### config.mk
export PLATFORM = sky130hd
export DESIGN_NAME = pic_sqr
export DESIGN_NICKNAME = d
export VERILOG_FILES = /design/src/rtl/core/pic_pkg.sv /design/src/rtl/core/pic_sqr.sv
export SDC_FILE = /design/constraint.sdc
export NUM_CORES = 2
export LEC_CHECK = 0
export BUFFER_PORTS_ARGS = -buffer_cell sky130_fd_sc_hd__buf_2
export CORE_MARGIN = 10
export CORE_UTILIZATION = 47
export CTS_BUF_LIST = sky130_fd_sc_hd__clkbuf_8
export DETAILED_ROUTE_END_ITERATION = 8
export PLACE_DENSITY_LB_ADDON = 0.12
export SLEW_MARGIN = 40
export SYNTH_ARGS = -nofsm -noshare
export SYNTH_HDL_FRONTEND = slang
export SYNTH_SLANG_ARGS = --single-unit
export TNS_END_PERCENT = 30
### constraint.sdc
create_clock -name clk_i -period 2.75 [get_ports clk_i]
set_input_delay 0.275 -clock clk_i [delete_from_list [all_inputs] [get_ports clk_i]]
set_output_delay 0.275 -clock clk_i [all_outputs]
set_load 0.1 [all_outputs]
### src/rtl/core/pic_pkg.sv
// ----------------------------------------------------------------------------
// pic_pkg
// Shared constants and register indexes of the point-in-cylinder test.
// ----------------------------------------------------------------------------
package pic_pkg;

  // Default coordinate width (signed fixed point)
  localparam int unsigned CoordBitsDef = 20;

  // Width of the configuration register index
  localparam int unsigned CfgIdxW = 3;

  // Configuration register indexes
  typedef enum logic [CfgIdxW-1:0] {
    CFG_START_X  = 3'd0,
    CFG_START_Y  = 3'd1,
    CFG_START_Z  = 3'd2,
    CFG_END_X    = 3'd3,
    CFG_END_Y    = 3'd4,
    CFG_END_Z    = 3'd5,
    CFG_LEN_SQ   = 3'd6,
    CFG_RADIUS   = 3'd7
  } cfg_idx_e;

endpackage

### src/rtl/core/pic_sqr.sv
// ----------------------------------------------------------------------------
// pic_sqr
// Range check of dot against the squared axis length and the square of dot, built
// from half-width partial products over two register stages.
// ----------------------------------------------------------------------------
module pic_sqr #(
  parameter int unsigned COORD_BITS = pic_pkg::CoordBitsDef
) (
  input  logic                           clk_i,
  input  logic                           rst_ni,
  input  logic                           en_i,
  input  logic                           vld_i,
  input  logic signed [2*COORD_BITS+3:0] dot_i,
  input  logic [2*COORD_BITS+1:0]        psq_i,
  input  logic [2*COORD_BITS+1:0]        len_sq_i,
  output logic                           vld_o,
  output logic                           outside_o,
  output logic [2*COORD_BITS+1:0]        psq_o,
  output logic [4*COORD_BITS+3:0]        num_o
);

  localparam int unsigned QW = 2 * COORD_BITS + 2;
  localparam int unsigned HW = COORD_BITS + 1;
  localparam int unsigned NW = 2 * QW;

  logic [QW-1:0] dot_u;
  logic [HW-1:0] dl, dh;
  logic          out_d;
  logic [QW-1:0] ll_q, lh_q, hh_q, psq1_q, psq2_q;
  logic          out1_q, out2_q;
  logic [NW-1:0] num_d, num_q;
  logic [1:0]    vld_q;

  // Reject points beyond either cap
  assign out_d = dot_i[2*COORD_BITS+3] || ($unsigned(dot_i) > {2'b00, len_sq_i});
  assign dot_u = dot_i[QW-1:0];
  assign dl    = dot_u[HW-1:0];
  assign dh    = dot_u[QW-1:HW];

  // Recombine the partial products
  assign num_d = {hh_q, ll_q} + ({{QW{1'b0}}, lh_q} << (HW + 1));

  always_ff @(posedge clk_i or negedge rst_ni) begin
    if (!rst_ni) begin
      vld_q <= '0;
    end else if (en_i) begin
      vld_q <= {vld_q[0], vld_i};
    end
  end

  always_ff @(posedge clk_i) begin
    if (en_i) begin
      ll_q   <= dl * dl;
      lh_q   <= dl * dh;
      hh_q   <= dh * dh;
      out1_q <= out_d;
      psq1_q <= psq_i;
      num_q  <= num_d;
      out2_q <= out1_q;
      psq2_q <= psq1_q;
    end
  end

  assign vld_o     = vld_q[1];
  assign outside_o = out2_q;
  assign psq_o     = psq2_q;
  assign num_o     = num_q;

endmodule

==> flow_summary.yaml <==
status:
  outcome: "finished, violations left"
  violations: "negative setup slack"
clock_tree:
  clkLatencyLatePin_ns: 0.70
  cts.sinks: 295
  path_clk_slew_ns: 0.06
  cts_buffer_depth: 3
  cts_tree: "done"
  cts_buffers: 53
  clock_tree.root_cell: "clkbuf_8"
  ctsHtreeMaxLevel: 2
finish:
  post-route-cell-area_mm2: 0.0670
  nFillCells: 9255
  multi_input_area_mm2: 0.0396
  drive_gt1_frac: 0.280
  final_core_util: 0.615
  seq_area_mm2: 0.00885
  area_delta_synth_final_pct: 29.6
  nNetsFinal: 8039
floorplanning:
  dieWidth_um: 352
  pin_count: 260
  dieArea_mm2: 0.124
  start_util: 0.474
  core_region_area_mm2: 0.109
  fp-row-count: 121
  die_height_um: 352
logic_synthesis:
  async_flop_share: 0.00678
  ys.flop_type: "edfxtp_1"
  yosys.area.top_type: "fa_1"
  synth.distinct_cells: 90
  ys_seq_area_frac: 0.171
  post-synth-top-count-cell: "inv_1"
  synth_area_leaders: "fa_1, edfxtp_1, ha_1, inv_1, and2_1"
  synthCells: 5188
  synth_nets: 6839
  ys_top_cells_by_count: "inv_1, fa_1, ha_1"
  syn_area_mm2: 0.0517
  synth-edff-count: 293
  yosys_warnings: 0
  synth-seq-cells: 295
  avgSynthCellArea_um2: 9.97
  yosysTopAreaCellShare: 0.379
setup_path:
  critPathMaxFanout: 5
  worstSetupStartpointType: "input pin"
  cpPeakStageDelay_ns: 0.50
  endpoint_kind: "flop"
  r2r_cells: 11
  critPathKind: "in -> reg"
  critPathSlowestCell: "fa_1"
  cp_common_cell: "fa_1"
  crit_arrival_ns: 6.50
  required_ns: 3.20
timing:
  period_needed_ns: 6.05
  drv_slew: 0
  fin_setup_tns_ns: -298.35
  finalCritPeriodShare: 2.20
  clock.fmax_mhz: 165
  maxSlewHeadroom: 0.531
  worst_slack_ns: -3.30
  setup-violations-final: 147
  hold_viol: 0
  tightest_slew_ns: 0.703
  rsz0062_at_grt: "yes"
  skew_ns: 0.0511
route:
  ant_nets: 0
  wl_per_cell_um: 18.3
  first_pass_iters: 7
  drc: 0
  via_per_inst: 4.93
  totalWireLength_mm: 144
  drt_iter0_markers: 1837
  vias: 38700
worst_hold_path:
  hp-class: "in -> reg"
  min_path_cells: 2
placement:
  port_buffers: 258
  dp_slack_ns: -4.26
  placed_area_mm2: 0.0624
  place_hpwl_mm: 120
  gp_congestion: 0.892
global_routing:
  grt_usage: 0.241
  grt_pass1_vias: 42600
  overflow: 0
  antenna_found_initial: 10
  grt_max_degree: 66
  grt_pass1_wl_mm: 233
job:
  drv_cap: 0
==> layout make-up <==
| cell class | instances | area share |
|---|---|---|
| clock inverter | 39 | 0.00439 |
| antenna | 5 | 0.000187 |
| clock buffer | 56 | 0.0115 |
| sequential | 295 | 0.132 |
| multi-input combinational | 3429 | 0.591 |
| inverter | 1271 | 0.0716 |
| timing repair buffer | 1338 | 0.163 |
| tap | 1414 | 0.0264 |
==> metal layers <==
layer | track usage | vias to the layer above | wire (µm)
met5 | 0 | - | 38
met4 | 0.0613 | 6 | 3930
met3 | 0.0417 | 192 | 9440
met2 | 0.400 | 938 | 67600
met1 | 0.326 | 19300 | 62700
li1 | - | 18300 | -
==> cell families (layout without fill, tap and decap cells) <==
logic type,Yosys count,in the layout,synth area share
fa+ha+maj,1519,1519,0.510
buf+inv,1464,2704,0.106
simple gates,1216,1216,0.115
compound gates,493,493,0.0642
flops,295,295,0.171
xor+xnor,196,196,0.0332
mux,4,4,0.000871
other cells,1,6,0.0000725
==> sequential cells by signal, indices dropped and copies added (netlist names) <==
| register | cells |
|---|---|
| outside_o | 1 |
| vld_q | 2 |
| out1_q | 1 |
| hh_q | 41 |
| psq_o | 42 |
| ll_q | 41 |
| lh_q | 42 |
| psq1_q | 42 |
| num_o | 83 |
==> cells in the final DEF (no fill, tap or decap), types with 112 or more instances in the layout <==
cell type  count
a21oi_1      112
fa_1         946
nor2_1       130
nand2_1      488
inv_1       1227
a21o_1       112
ha_1         493
buf_2        225
and2_1       313
buf_4        909
edfxtp_1     293
==> path summary, 6_finish.rpt <==
kind / startpoint / to / slack (ns)
worst max-delay path: dot_i[29] / hh_q[38] / -3.30
worst min-delay path: dot_i[0] / ll_q[2] / 0.06
worst max register to register: ll_q[23] / num_o[83] / -0.70
worst min register to register: ll_q[10] / num_o[10] / 0.41
max in group asynchronous: rst_ni / vld_q[1] / 2.14
min in group asynchronous: rst_ni / vld_q[0] / 0.48
==> worst max-delay path, delay by kind of cell <==
family	cells	cell delay [ns]
compound gates	6	1.38
fa+ha+maj	8	3.37
buf+inv	6	0.57
simple gates	5	0.88
==> per-stage QoR <==
step | hold slack (ns) | instances
after global placement | 0.0605 | 7624
final | 0.0614 | 7847
after floorplan | -0.0206 | 5188
after global routing | 0.0371 | 7844
after detailed placement | 0.0650 | 7624
after CTS | 0.0176 | 7825
==> timing repair <==
action	in CTS	in global routing
gates resized for setup	364	187
buffers inserted	66	27
cloned	7	0
hold buffers	46	0
hold endpoints to repair	46	0
pin swaps	158	136
setup endpoints to repair	153	156
Power is left out: the tool's default activity adds up to more than one toggle a clock period on the data nets, which glitch-free logic cannot reach.
